==> config.mk <==
export PLATFORM = sky130hd
export DESIGN_NAME = gregorian_date_difference_top
export DESIGN_NICKNAME = d
export VERILOG_FILES = /design/src/rtl/core/gdd_pkg.sv /design/src/rtl/core/gdd_lane.sv /design/src/rtl/core/gdd_merge.sv /design/src/rtl/core/gregorian_date_difference_top.sv
export SDC_FILE = /design/constraint.sdc
export NUM_CORES = 2
export LEC_CHECK = 0
export ABC_AREA = 1
export BUFFER_PORTS_ARGS = -buffer_cell sky130_fd_sc_hd__buf_2
export CORE_UTILIZATION = 46
export CTS_CLUSTER_SIZE = 14
export DETAILED_ROUTE_END_ITERATION = 16
export PLACE_DENSITY_LB_ADDON = 0.3
export SLEW_MARGIN = 5
export SYNTH_ARGS = -nofsm -noshare
export SYNTH_HDL_FRONTEND = slang
export SYNTH_SLANG_ARGS = --single-unit
==> constraint.sdc <==
create_clock -name clk -period 7.33 [get_ports clk]
set_input_delay 1.0995 -clock clk [delete_from_list [all_inputs] [get_ports clk]]
set_output_delay 1.0995 -clock clk [all_outputs]
set_load 0.03 [all_outputs]
==> src/rtl/core/gdd_pkg.sv <==
// Shared types, widths and calendar tables for the Gregorian date difference block.
package gdd_pkg;

    localparam int DAY_W      = 5;
    localparam int MONTH_W    = 4;
    localparam int YEAR_W     = 14;
    localparam int COUNT_W    = 23;
    localparam int DAYNUM_W   = 22;
    localparam int PREFIX_W   = 9;
    localparam int IN_DATA_W  = 48;
    localparam int OUT_DATA_W = 24;
    localparam int OUT_USER_W = 1;

    // Reciprocal of 100 scaled by 2^19; exact floor for any 14-bit operand.
    localparam int RECIP_SHIFT = 19;
    localparam int RECIP_W     = 13;
    localparam logic [RECIP_W-1:0] RECIP_100 = 13'd5243;
    localparam int PROD_W      = YEAR_W + RECIP_W;
    localparam int QUOT_W      = PROD_W - RECIP_SHIFT;

    localparam logic [MONTH_W-1:0] MONTH_JAN = 4'd1;
    localparam logic [MONTH_W-1:0] MONTH_FEB = 4'd2;
    localparam logic [MONTH_W-1:0] MONTH_DEC = 4'd12;
    localparam logic [YEAR_W-1:0]  YEAR_MIN  = 14'd1;
    localparam logic [YEAR_W-1:0]  YEAR_MAX  = 14'd9999;

    localparam logic [8:0] DAYS_COMMON_YEAR = 9'd365;

    typedef struct packed {
        logic s1;
        logic s2;
    } gdd_lane_en_t;

    typedef struct packed {
        logic [DAYNUM_W-1:0] base;
        logic [PREFIX_W-1:0] dm;
        logic                ok;
    } gdd_lane_out_t;

    // Days in the months before the given one, common year.
    function automatic logic [PREFIX_W-1:0] month_prefix(input logic [MONTH_W-1:0] m);
        logic [PREFIX_W-1:0] p;
        case (m)
            4'd1:    p = 9'd0;
            4'd2:    p = 9'd31;
            4'd3:    p = 9'd59;
            4'd4:    p = 9'd90;
            4'd5:    p = 9'd120;
            4'd6:    p = 9'd151;
            4'd7:    p = 9'd181;
            4'd8:    p = 9'd212;
            4'd9:    p = 9'd243;
            4'd10:   p = 9'd273;
            4'd11:   p = 9'd304;
            4'd12:   p = 9'd334;
            default: p = 9'd0;
        endcase
        return p;
    endfunction

    function automatic logic [DAY_W-1:0] month_len(input logic [MONTH_W-1:0] m,
                                                   input logic leap);
        logic [DAY_W-1:0] l;
        case (m)
            4'd1, 4'd3, 4'd5, 4'd7, 4'd8, 4'd10, 4'd12: l = 5'd31;
            4'd4, 4'd6, 4'd9, 4'd11:                     l = 5'd30;
            4'd2:    l = leap ? 5'd29 : 5'd28;
            default: l = 5'd0;
        endcase
        return l;
    endfunction

endpackage

==> src/rtl/core/gdd_lane.sv <==
// One date lane: validity check and day number split into year base and in-year days.
module gdd_lane
(
    input  logic                          clk,
    input  gdd_pkg::gdd_lane_en_t         en,
    input  logic [gdd_pkg::DAY_W-1:0]     day,
    input  logic [gdd_pkg::MONTH_W-1:0]   month,
    input  logic [gdd_pkg::YEAR_W-1:0]    year,
    output gdd_pkg::gdd_lane_out_t        result
);
    import gdd_pkg::*;

    // Stage 1: products for whole years and the divisions by 100.
    logic [DAY_W-1:0]    day_reg;
    logic [MONTH_W-1:0]  month_reg;
    logic [YEAR_W-1:0]   year_reg;
    logic [YEAR_W-1:0]   py_reg;
    logic [DAYNUM_W-1:0] p365_reg;
    logic [QUOT_W-1:0]   qy_reg;
    logic [QUOT_W-1:0]   qp_reg;

    logic [YEAR_W-1:0]   py;
    logic [COUNT_W-1:0]  p365_full;
    logic [PROD_W-1:0]   qy_prod;
    logic [PROD_W-1:0]   qp_prod;

    assign py        = year - YEAR_MIN;
    assign p365_full = {{(COUNT_W-YEAR_W){1'b0}}, py} * {{(COUNT_W-9){1'b0}}, DAYS_COMMON_YEAR};
    assign qy_prod   = {{RECIP_W{1'b0}}, year} * {{YEAR_W{1'b0}}, RECIP_100};
    assign qp_prod   = {{RECIP_W{1'b0}}, py} * {{YEAR_W{1'b0}}, RECIP_100};

    always_ff @(posedge clk)
    begin
        if (en.s1)
        begin
            day_reg   <= day;
            month_reg <= month;
            year_reg  <= year;
            py_reg    <= py;
            p365_reg  <= p365_full[DAYNUM_W-1:0];
            qy_reg    <= qy_prod[PROD_W-1:RECIP_SHIFT];
            qp_reg    <= qp_prod[PROD_W-1:RECIP_SHIFT];
        end
    end

    // Stage 2: leap year, validity, year base and days within the year.
    logic [YEAR_W-1:0]   hundreds;
    logic [YEAR_W-1:0]   rem100;
    logic                leap;
    logic                month_ok;
    logic                year_ok;
    logic                day_ok;
    logic [DAYNUM_W-1:0] base_next;
    logic [PREFIX_W-1:0] dm_next;
    gdd_lane_out_t       result_reg;

    always_comb
    begin
        hundreds = {{(YEAR_W-QUOT_W){1'b0}}, qy_reg} * 14'd100;
        rem100   = year_reg - hundreds;
        // Divisible by 400 means divisible by 100 with a quotient divisible by 4.
        leap     = (year_reg[1:0] == 2'b00) && ((rem100 != '0) || (qy_reg[1:0] == 2'b00));
        month_ok = month_reg inside {[MONTH_JAN:MONTH_DEC]};
        year_ok  = year_reg inside {[YEAR_MIN:YEAR_MAX]};
        day_ok   = (day_reg != '0) && (day_reg <= month_len(month_reg, leap));
        base_next = p365_reg
                  + {{(DAYNUM_W-YEAR_W+2){1'b0}}, py_reg[YEAR_W-1:2]}
                  - {{(DAYNUM_W-QUOT_W){1'b0}}, qp_reg}
                  + {{(DAYNUM_W-QUOT_W+2){1'b0}}, qp_reg[QUOT_W-1:2]};
        dm_next  = month_prefix(month_reg)
                 + {{(PREFIX_W-1){1'b0}}, (leap && (month_reg > MONTH_FEB))}
                 + {{(PREFIX_W-DAY_W){1'b0}}, day_reg};
    end

    always_ff @(posedge clk)
    begin
        if (en.s2)
        begin
            result_reg.base <= base_next;
            result_reg.dm   <= dm_next;
            result_reg.ok   <= month_ok && year_ok && day_ok;
        end
    end

    assign result = result_reg;

endmodule

==> src/rtl/core/gdd_merge.sv <==
// Merge stage: subtracts the start day number from the end day number and flags bad dates.
module gdd_merge
(
    input  logic                          clk,
    input  logic                          en,
    input  gdd_pkg::gdd_lane_out_t        start_lane,
    input  gdd_pkg::gdd_lane_out_t        end_lane,
    output logic [gdd_pkg::COUNT_W-1:0]   day_count,
    output logic                          date_invalid
);
    import gdd_pkg::*;

    logic [COUNT_W-1:0] day_count_reg;
    logic               date_invalid_reg;
    logic [COUNT_W-1:0] diff;
    logic               valid_pair;

    always_comb
    begin
        diff = ({1'b0, end_lane.base} + {{(COUNT_W-PREFIX_W){1'b0}}, end_lane.dm})
             - ({1'b0, start_lane.base} + {{(COUNT_W-PREFIX_W){1'b0}}, start_lane.dm});
        valid_pair = start_lane.ok && end_lane.ok;
    end

    always_ff @(posedge clk)
    begin
        if (en)
        begin
            day_count_reg    <= valid_pair ? diff : '0;
            date_invalid_reg <= !valid_pair;
        end
    end

    assign day_count    = day_count_reg;
    assign date_invalid = date_invalid_reg;

endmodule

==> src/rtl/core/gregorian_date_difference_top.sv <==
// Top level of the Gregorian date difference block: handshake control, two lanes, merge.
//
// Usage: each beat on the slave channel carries a start date and an end date
// (day, month, year). Each beat on the master channel carries the signed day
// count, end minus start, in tdata and the invalid-date flag in tuser. A date
// with a day, month or year out of range sets the flag and forces the count
// to zero.
//
// An accepted input beat passes through three registered stages in order (lane
// multiply stage, lane table and sum stage, merge subtract stage) to the output.
// Throughput is one date pair per cycle while m_tready stays high; the stages
// are fully overlapped, and a stage holds its item only while the receiver stalls.
//
// When the receiver stalls, the output beat holds and the stages behind it
// keep filling until each holds an item; s_tready drops only when all three
// stages are occupied, so input beats are taken while a result waits.
// Reset clears every stage valid bit; no output beat is presented until an
// input beat has passed through the pipeline.
module gregorian_date_difference_top
(
    input  logic                               clk,
    input  logic                               rst_n,
    input  logic                               s_tvalid,
    output logic                               s_tready,
    // start_day, start_month, start_year, end_day, end_month, end_year, zero pad
    input  logic [gdd_pkg::IN_DATA_W-1:0]      s_tdata,
    output logic                               m_tvalid,
    input  logic                               m_tready,
    // day_count, zero pad
    output logic [gdd_pkg::OUT_DATA_W-1:0]     m_tdata,
    // date_invalid
    output logic [gdd_pkg::OUT_USER_W-1:0]     m_tuser
);
    import gdd_pkg::*;

    logic v1_reg, v2_reg, v3_reg;
    logic rdy1, rdy2, rdy3;
    logic s_fire;
    gdd_lane_en_t  lane_en;
    gdd_lane_out_t start_res;
    gdd_lane_out_t end_res;
    logic [COUNT_W-1:0] day_count;
    logic               date_invalid;

    assign rdy3   = !v3_reg || m_tready;
    assign rdy2   = !v2_reg || rdy3;
    assign rdy1   = !v1_reg || rdy2;
    assign s_tready = rdy1;
    assign s_fire = s_tvalid && rdy1;

    assign lane_en.s1 = rdy1;
    assign lane_en.s2 = rdy2;

    always_ff @(posedge clk or negedge rst_n)
    begin
        if (!rst_n)
        begin
            v1_reg <= 1'b0;
            v2_reg <= 1'b0;
            v3_reg <= 1'b0;
        end
        else
        begin
            if (rdy1)
            begin
                v1_reg <= s_tvalid;
            end
            if (rdy2)
            begin
                v2_reg <= v1_reg;
            end
            if (rdy3)
            begin
                v3_reg <= v2_reg;
            end
        end
    end

    gdd_lane u_start_lane
    (
        .clk    (clk),
        .en     (lane_en),
        .day    (s_tdata[4:0]),
        .month  (s_tdata[8:5]),
        .year   (s_tdata[22:9]),
        .result (start_res)
    );

    gdd_lane u_end_lane
    (
        .clk    (clk),
        .en     (lane_en),
        .day    (s_tdata[27:23]),
        .month  (s_tdata[31:28]),
        .year   (s_tdata[45:32]),
        .result (end_res)
    );

    gdd_merge u_merge
    (
        .clk          (clk),
        .en           (rdy3),
        .start_lane   (start_res),
        .end_lane     (end_res),
        .day_count    (day_count),
        .date_invalid (date_invalid)
    );

    assign m_tvalid = v3_reg;
    assign m_tdata  = {{(OUT_DATA_W-COUNT_W){1'b0}}, day_count};
    assign m_tuser  = date_invalid;

    // A flagged result always carries a zero count.
    a_invalid_zero: assert property (@(posedge clk) disable iff (!rst_n)
        m_tvalid && m_tuser[0] |-> (m_tdata[COUNT_W-1:0] == '0))
        else $error("invalid date pair produced a nonzero count");

    // The count stays within the span of years 1 to 9999.
    a_count_range: assert property (@(posedge clk) disable iff (!rst_n)
        m_tvalid |-> (($signed(m_tdata[COUNT_W-1:0]) <= 23'sd3652059) &&
                      ($signed(m_tdata[COUNT_W-1:0]) >= -23'sd3652059)))
        else $error("day count outside the calendar range");

    // Input is refused only when every stage holds an item.
    a_full_stall: assert property (@(posedge clk) disable iff (!rst_n)
        !s_tready |-> (v1_reg && v2_reg && v3_reg && !m_tready))
        else $error("input refused with room in the pipeline");

    // An accepted beat reaches the first stage.
    a_fill: assert property (@(posedge clk) disable iff (!rst_n)
        s_fire |=> v1_reg)
        else $error("accepted beat lost at the first stage");

endmodule

=== After elaboration in Yosys (flattened, before gate mapping) ===
Memories as Yosys holds them, arrays and structs flattened. A register that Yosys moved wholly into a read port is not among the register bits.
Cells that the tools add are included.
W data, S select, Z words.

* Register bits after elaboration: 241
* Bits in read-only memories: 288
* Input port bits: 52
* Output and inout port bits: 27
* Word-level logic and storage cells: 130
* Memories kept: 2

* Add/subtract/negate cells: 17
* $mul: 8
* $lt $le $gt $ge: 12
* Equal/unequal tests: 24
* Muxes and demuxes: 6
* Reduce and logical (&&, ||, !) cells: 36

{| class="wikitable"
|+ Memory list
! memory !! words !! width !! rd ports !! clocked after Yosys merged registers in !! wr ports !! line !! text
|-
| (no name shown) || 16 || 9 || 1 || 1 || 0 || gdd_pkg.sv:43 || <nowiki>case (m)</nowiki>
|-
| (no name shown) || 16 || 9 || 1 || 1 || 0 || gdd_pkg.sv:43 ||
|}

{| class="wikitable"
|+ Operators by type and width
! operator !! number
|-
| $mul A14 B13 Y27 const B || 4
|-
| $add A22 B9 Y23 || 2
|-
| $add A22 B12 Y22 || 2
|-
| $add A22 B6 Y22 || 2
|-
| $mul A14 B9 Y22 const B || 2
|-
| $sub A22 B8 Y22 || 2
|-
| $eq A4 B4 Y1 const B || 10
|-
| $eq A4 B3 Y1 const B || 8
|-
| $pmux W5 S3 || 2
|-
| $ge A14 B1 Y1 const B || 2
|-
| $le A14 B14 Y1 const B || 2
|-
| $reduce_bool A14 Y1 || 2
|-
| $sub A14 B1 Y14 const B || 2
|-
| $sub A14 B14 Y14 || 2
|-
| $mul A8 B5 Y12 const B || 2
|-
| $sub A23 B23 Y23 || 1
|-
| $add A9 B1 Y9 || 2
|-
| $add A9 B5 Y9 || 2
|-
| $eq A4 B2 Y1 const B || 4
|-
| $logic_and A1 B1 Y1 || 15
|-
| $reduce_or A7 Y1 || 2
|-
| $le A5 B5 Y1 || 2
|-
| $reduce_bool A5 Y1 || 2
|-
| $eq A4 B1 Y1 const B || 2
|-
| 9 further kinds || 25
|}

=== Logic depth before layout (Yosys ltp) ===
* Word-level depth: 10
* Mapped depth: 30
* Gate-level depth less buffers: 30

=== By module ===
From an unflattened synthesis, not the netlist that was laid out.

* Cells, all modules: 4,343
* Area, all modules: 37,694.9 um^2

{| class="wikitable"
|+ By module, submodules not included
! module !! times used !! cells each !! area an instance (um^2) !! seq. area each (um^2)
|-
| gdd_lane at u_start_lane || 1 || 1,917 || 17,066.4 || 3,333.2
|-
| gdd_lane at u_end_lane || 1 || 1,904 || 17,038.8 || 3,333.2
|-
| gdd_merge || 1 || 507 || 3,455.8 || 720.7
|-
| gregorian_date_difference_top || 1 || 15 || 133.9 || 75.1
|}

=== Least setup slack after synthesis ===
OpenSTA, ideal clock, no wires.

* Path type: input to register
* Start point: input port s_tdata[32] (netlist bit)
* End point: register u_end_lane.qp_reg[1], data pin
* Setup time: 252 ps
* Data arrival time: 6,201 ps
* Required time: 7,078 ps
* Path slack: 876 ps
* Stages on the path: 27
* Path through: inv_1 ha_1 nand3_1 nand2_1 nand2_1 nand2_1 nand2_1 nand2_1 nand2_1 xor2_1 inv_1 ha_1 fa_1 inv_1 fa_1 inv_1 fa_1 fa_1 ha_1 a21oi_1 inv_1 a31oi_1 o21ai_0 o21ai_0 nand2_1 nand2_1 nand2_1

* Cells in the longest elaborated chain, start to end: 2

{| class="wikitable"
|+ Ends and longest elaborated chain
! what !! line !! text
|-
| start: declaration || gregorian_date_difference_top.sv:26 || <nowiki>input logic [gdd_pkg::IN_DATA_W-1:0] s_tdata,</nowiki>
|-
| $sub A14 B1 Y14 || gdd_lane.sv:27 || <nowiki>assign py = year - YEAR_MIN;</nowiki>
|-
| named net u_end_lane.py[12] || gdd_lane.sv:22 || <nowiki>logic [YEAR_W-1:0] py;</nowiki>
|-
| $mul A14 B13 Y27 || gdd_lane.sv:30 || <nowiki>assign qp_prod = {{RECIP_W{1'b0}}, py} * {{YEAR_W{1'b0}}, RECIP_100};</nowiki>
|-
| named net u_end_lane.qp_prod[20] || gdd_lane.sv:25 || <nowiki>logic [PROD_W-1:0] qp_prod;</nowiki>
|-
| end signal: assignment || gdd_lane.sv:42 || <nowiki>qp_reg <= qp_prod[PROD_W-1:RECIP_SHIFT];</nowiki>
|-
| end: declaration || gdd_lane.sv:20 || <nowiki>logic [QUOT_W-1:0] qp_reg;</nowiki>
|}

The timed path passes the listed nets, and every way through them passes these cells.
A chain may end at the register's enable or synchronous reset.

=== Worst setup path after layout ===
* Start point: input port s_tdata[35] (netlist bit)
* End point: register u_end_lane.qp_reg[4], data pin

The elaborated chain is that of the path after synthesis.

==> impl_metrics.csv <==
group,metric,value,unit
outcome,outcome,"finished clean",
floorplanning,num_rows,102,
synthesis,yosys-top-cells-area,"ha_1, fa_1, edfxtp_1, inv_1, nand2_1",
global_route,grt_max_degree,80,
synthesis,synth_ff_type,"edfxtp_1",
timing,worst_slew_pin_slew,835,ps
synthesis,yosysSeqAreaShare,20.6,%
global_route,gr-usage-met2,35.1,%
timing,fin_worst_skew,22.0,ps
timing,fmax,0.156,GHz
worst_setup_path,crit_path_top_delay_cell,"fa_1",
worst_setup_path,worst_path_most_repeated_cell,"nand2_1",
detailed_routing,vias,25400,
detailed_routing,wl_per_cell,14.9,um
timing,finalHoldViolations,0,
global_route,grtUsageTotal,20.4,%
global_route,grt_pass1_wl,131000,um
placed_design,portBuffers,75,
detailed_routing,ant_nets,0,
worst_setup_path,cp-start-kind,"input pin",
floorplanning,dieArea,79700,um2
clock_network,cts_made_buffers,31,
synthesis,synthDistinctLibCells,52,
detailed_routing,wl,77300,um
floorplanning,die_h,282,um
synthesis,synth_fa_ha_area_share,46.2,%
worst_setup_path,cp_max_fo,7,
detailed_routing,dr.pass1.iters,5,
synthesis,synth_edf_count,234,
clock_network,clk_pin_slew,60,ps
worst_setup_path,critPathRequiredTime,7680,ps
detailed_routing,drt-vias-per-instance,4.89,
floorplanning,die_w,282,um
cells_and_area,finalNetCount,5268,
timing,maxSlewViolCount,0,
timing,rsz0062_at_grt,"no",
timing,finalCriticalPeriod,6410,ps
synthesis,synth-seq-cells,255,
global_route,grt_pass1_vias,26300,
detailed_routing,first_iter_violations,1270,
global_route,antenna_found_initial,2,
clock_network,cts_tree,"built",
synthesis,synth_compound_area_share,7.76,%
worst_setup_path,criticalPathCategory,"in -> reg",
timing,max-slew-margin-rel,43.9,%
worst_setup_path,max_stage_delay,600,ps
timing,setup_violations,0,
synthesis,yosysTopAreaCell,"ha_1",
synthesis,async_flop_share,1.18,%
synthesis,syn_inst,3963,
clock_network,post_cts_buffers,0,
hold_path,min_path_type,"in -> async",
floorplanning,core,77600,um2
worst_setup_path,crit_path_start,"s_tdata[35]",
worst_setup_path,r2r_start,"u_end_lane.qy_reg[4]",
global_route,grtUsageMet1,28.1,%
synthesis,synth.top_cell.area_share,24.6,%
cells_and_area,drive_gt1_share,4.86,%
global_route,use_met3,2.47,%
clock_network,cts_root_buf,"clkbuf_16",
synthesis,synth_area,36200,um2
worst_setup_path,arrival,6760,ps
timing,finalSetupTns,0,ps
clock_network,clkLatencyLatePin,620,ps
floorplanning,start_util,46.6,%
timing,finalCritPeriodShare,87.4,%
global_route,grt.busiest_layer,"met2",
worst_setup_path,end_kind,"flop",
synthesis,synth_nets,5116,
clock_network,numClockSinks,255,
synthesis,synth_xor_area_share,4.00,%
synthesis,synthSimpleGateAreaFrac,10.6,%
cells_and_area,synthToLayoutAreaGrowth,8.38,%
cells_and_area,fillers,7289,
clock_network,ctsHoldBuffers,0,
global_route,globalRouteOverflowTotal,0,
clock_network,cts_buffer_depth,3,
placed_design,post-dp-hpwl,67500,um
clock_network,cts_resized,0,
synthesis,synth_top_family_by_area,"adder cells",
synthesis,syn_area_per_cell,9.12,um2
detailed_routing,drc,0,
floorplanning,io_pins,79,
placed_design,place.gp.congestion,0.893,
synthesis,synthMuxAreaShare,0,%
clock_network,htree_levels,1,
synthesis,yosys_warnings,0,
run,drv_cap,0,
==> metrics by stage <==
step	utilization (%)	cells	instance area (um2)	setup WS (ps)	hold WS, ps
floorplan	-	3963	36200	876	433
global placement	49.2	5122	38200	381	450
detailed placement	49.2	5122	38200	301	458
CTS	50.5	5180	39200	925	246
global route	50.5	5181	39200	450	252
finish	50.5	5181	39200	923	285
==> per-layer routing <==
metal	vias to the layer above	part of all wire, %
li1	13000	-
met1	11900	48
met2	349	47
met3	61	3.7
met4	2	1.3
met5	-	0.014
==> cell usage in the layout, fill, tap and decap left out, types with 48 or more instances in the layout <==
cell type	instances
nand3_1	113
edfxtp_1	234
nand2_1	522
fa_1	390
xnor2_1	48
ha_1	711
nor2_1	181
o21ai_0	125
a21oi_1	223
inv_1	1023
buf_2	75
xor2_1	117
==> Yosys cell counts, types with 4 or more instances <==
library cell  instances
nor3_1               38
nand2_1             522
o21bai_1             19
a221oi_1              5
nor4_1               13
o21ai_1              12
o31ai_1               9
xor2_1              117
a21o_1               34
o21ai_2               7
a211oi_1              5
a31oi_1              19
a21oi_1             223
a21boi_0              5
o21a_1                6
edfxtp_1            234
inv_1              1023
ha_1                711
nor2_1              181
nand3_1             113
fa_1                390
dfxtp_1              18
xnor2_1              48
o21ai_0             125
inv_2                 4
nand4_1              39
==> cells by family after synthesis <==
group                    Yosys count
AO/OA/AOI/OAI                    488
other                              1
XOR/XNOR                         165
AND/OR/NAND/NOR                  922
buffers and inverters           1031
adder cells (fa/ha/maj)         1101
flip-flops                       255
==> critical path, delay by kind of cell <==
kind / cells / cell delay (ps)
xor+xnor: 2 / 590
simple gates: 12 / 1100
fa+ha+maj: 7 / 3090
compound gates: 2 / 230
buf+inv: 5 / 630
==> area by class of cell <==
| class | count | area, um2 | area share, % |
|---|---|---|---|
| Clock inverter | 24 | 235 | 0.600 |
| Clock buffer | 34 | 787 | 2.01 |
| Antenna cell | 1 | 2.50 | 0.00639 |
| Tap cell | 1040 | 1300 | 3.32 |
| Multi-Input combinational cell | 2677 | 24800 | 63.3 |
| Sequential cell | 255 | 7460 | 19.0 |
| Timing Repair Buffer | 122 | 728 | 1.86 |
| Inverter | 1028 | 3860 | 9.86 |
==> final timing paths <==
check | to | slack [ps] | depth (start not counted)
max reg2reg | u_end_lane.result[9] | 1190 | 29
max | u_end_lane.qp_reg[4] | 920 | 28
min | v1_reg | 280 | 1
max in group asynchronous | m_tvalid | 6940 | 1
min reg2reg | m_tvalid | 470 | 2
min in group clk | m_tvalid | 470 | 2
Power is left out: the tool's default activity adds up to more than one toggle a clock period on the data nets, which glitch-free logic cannot reach.
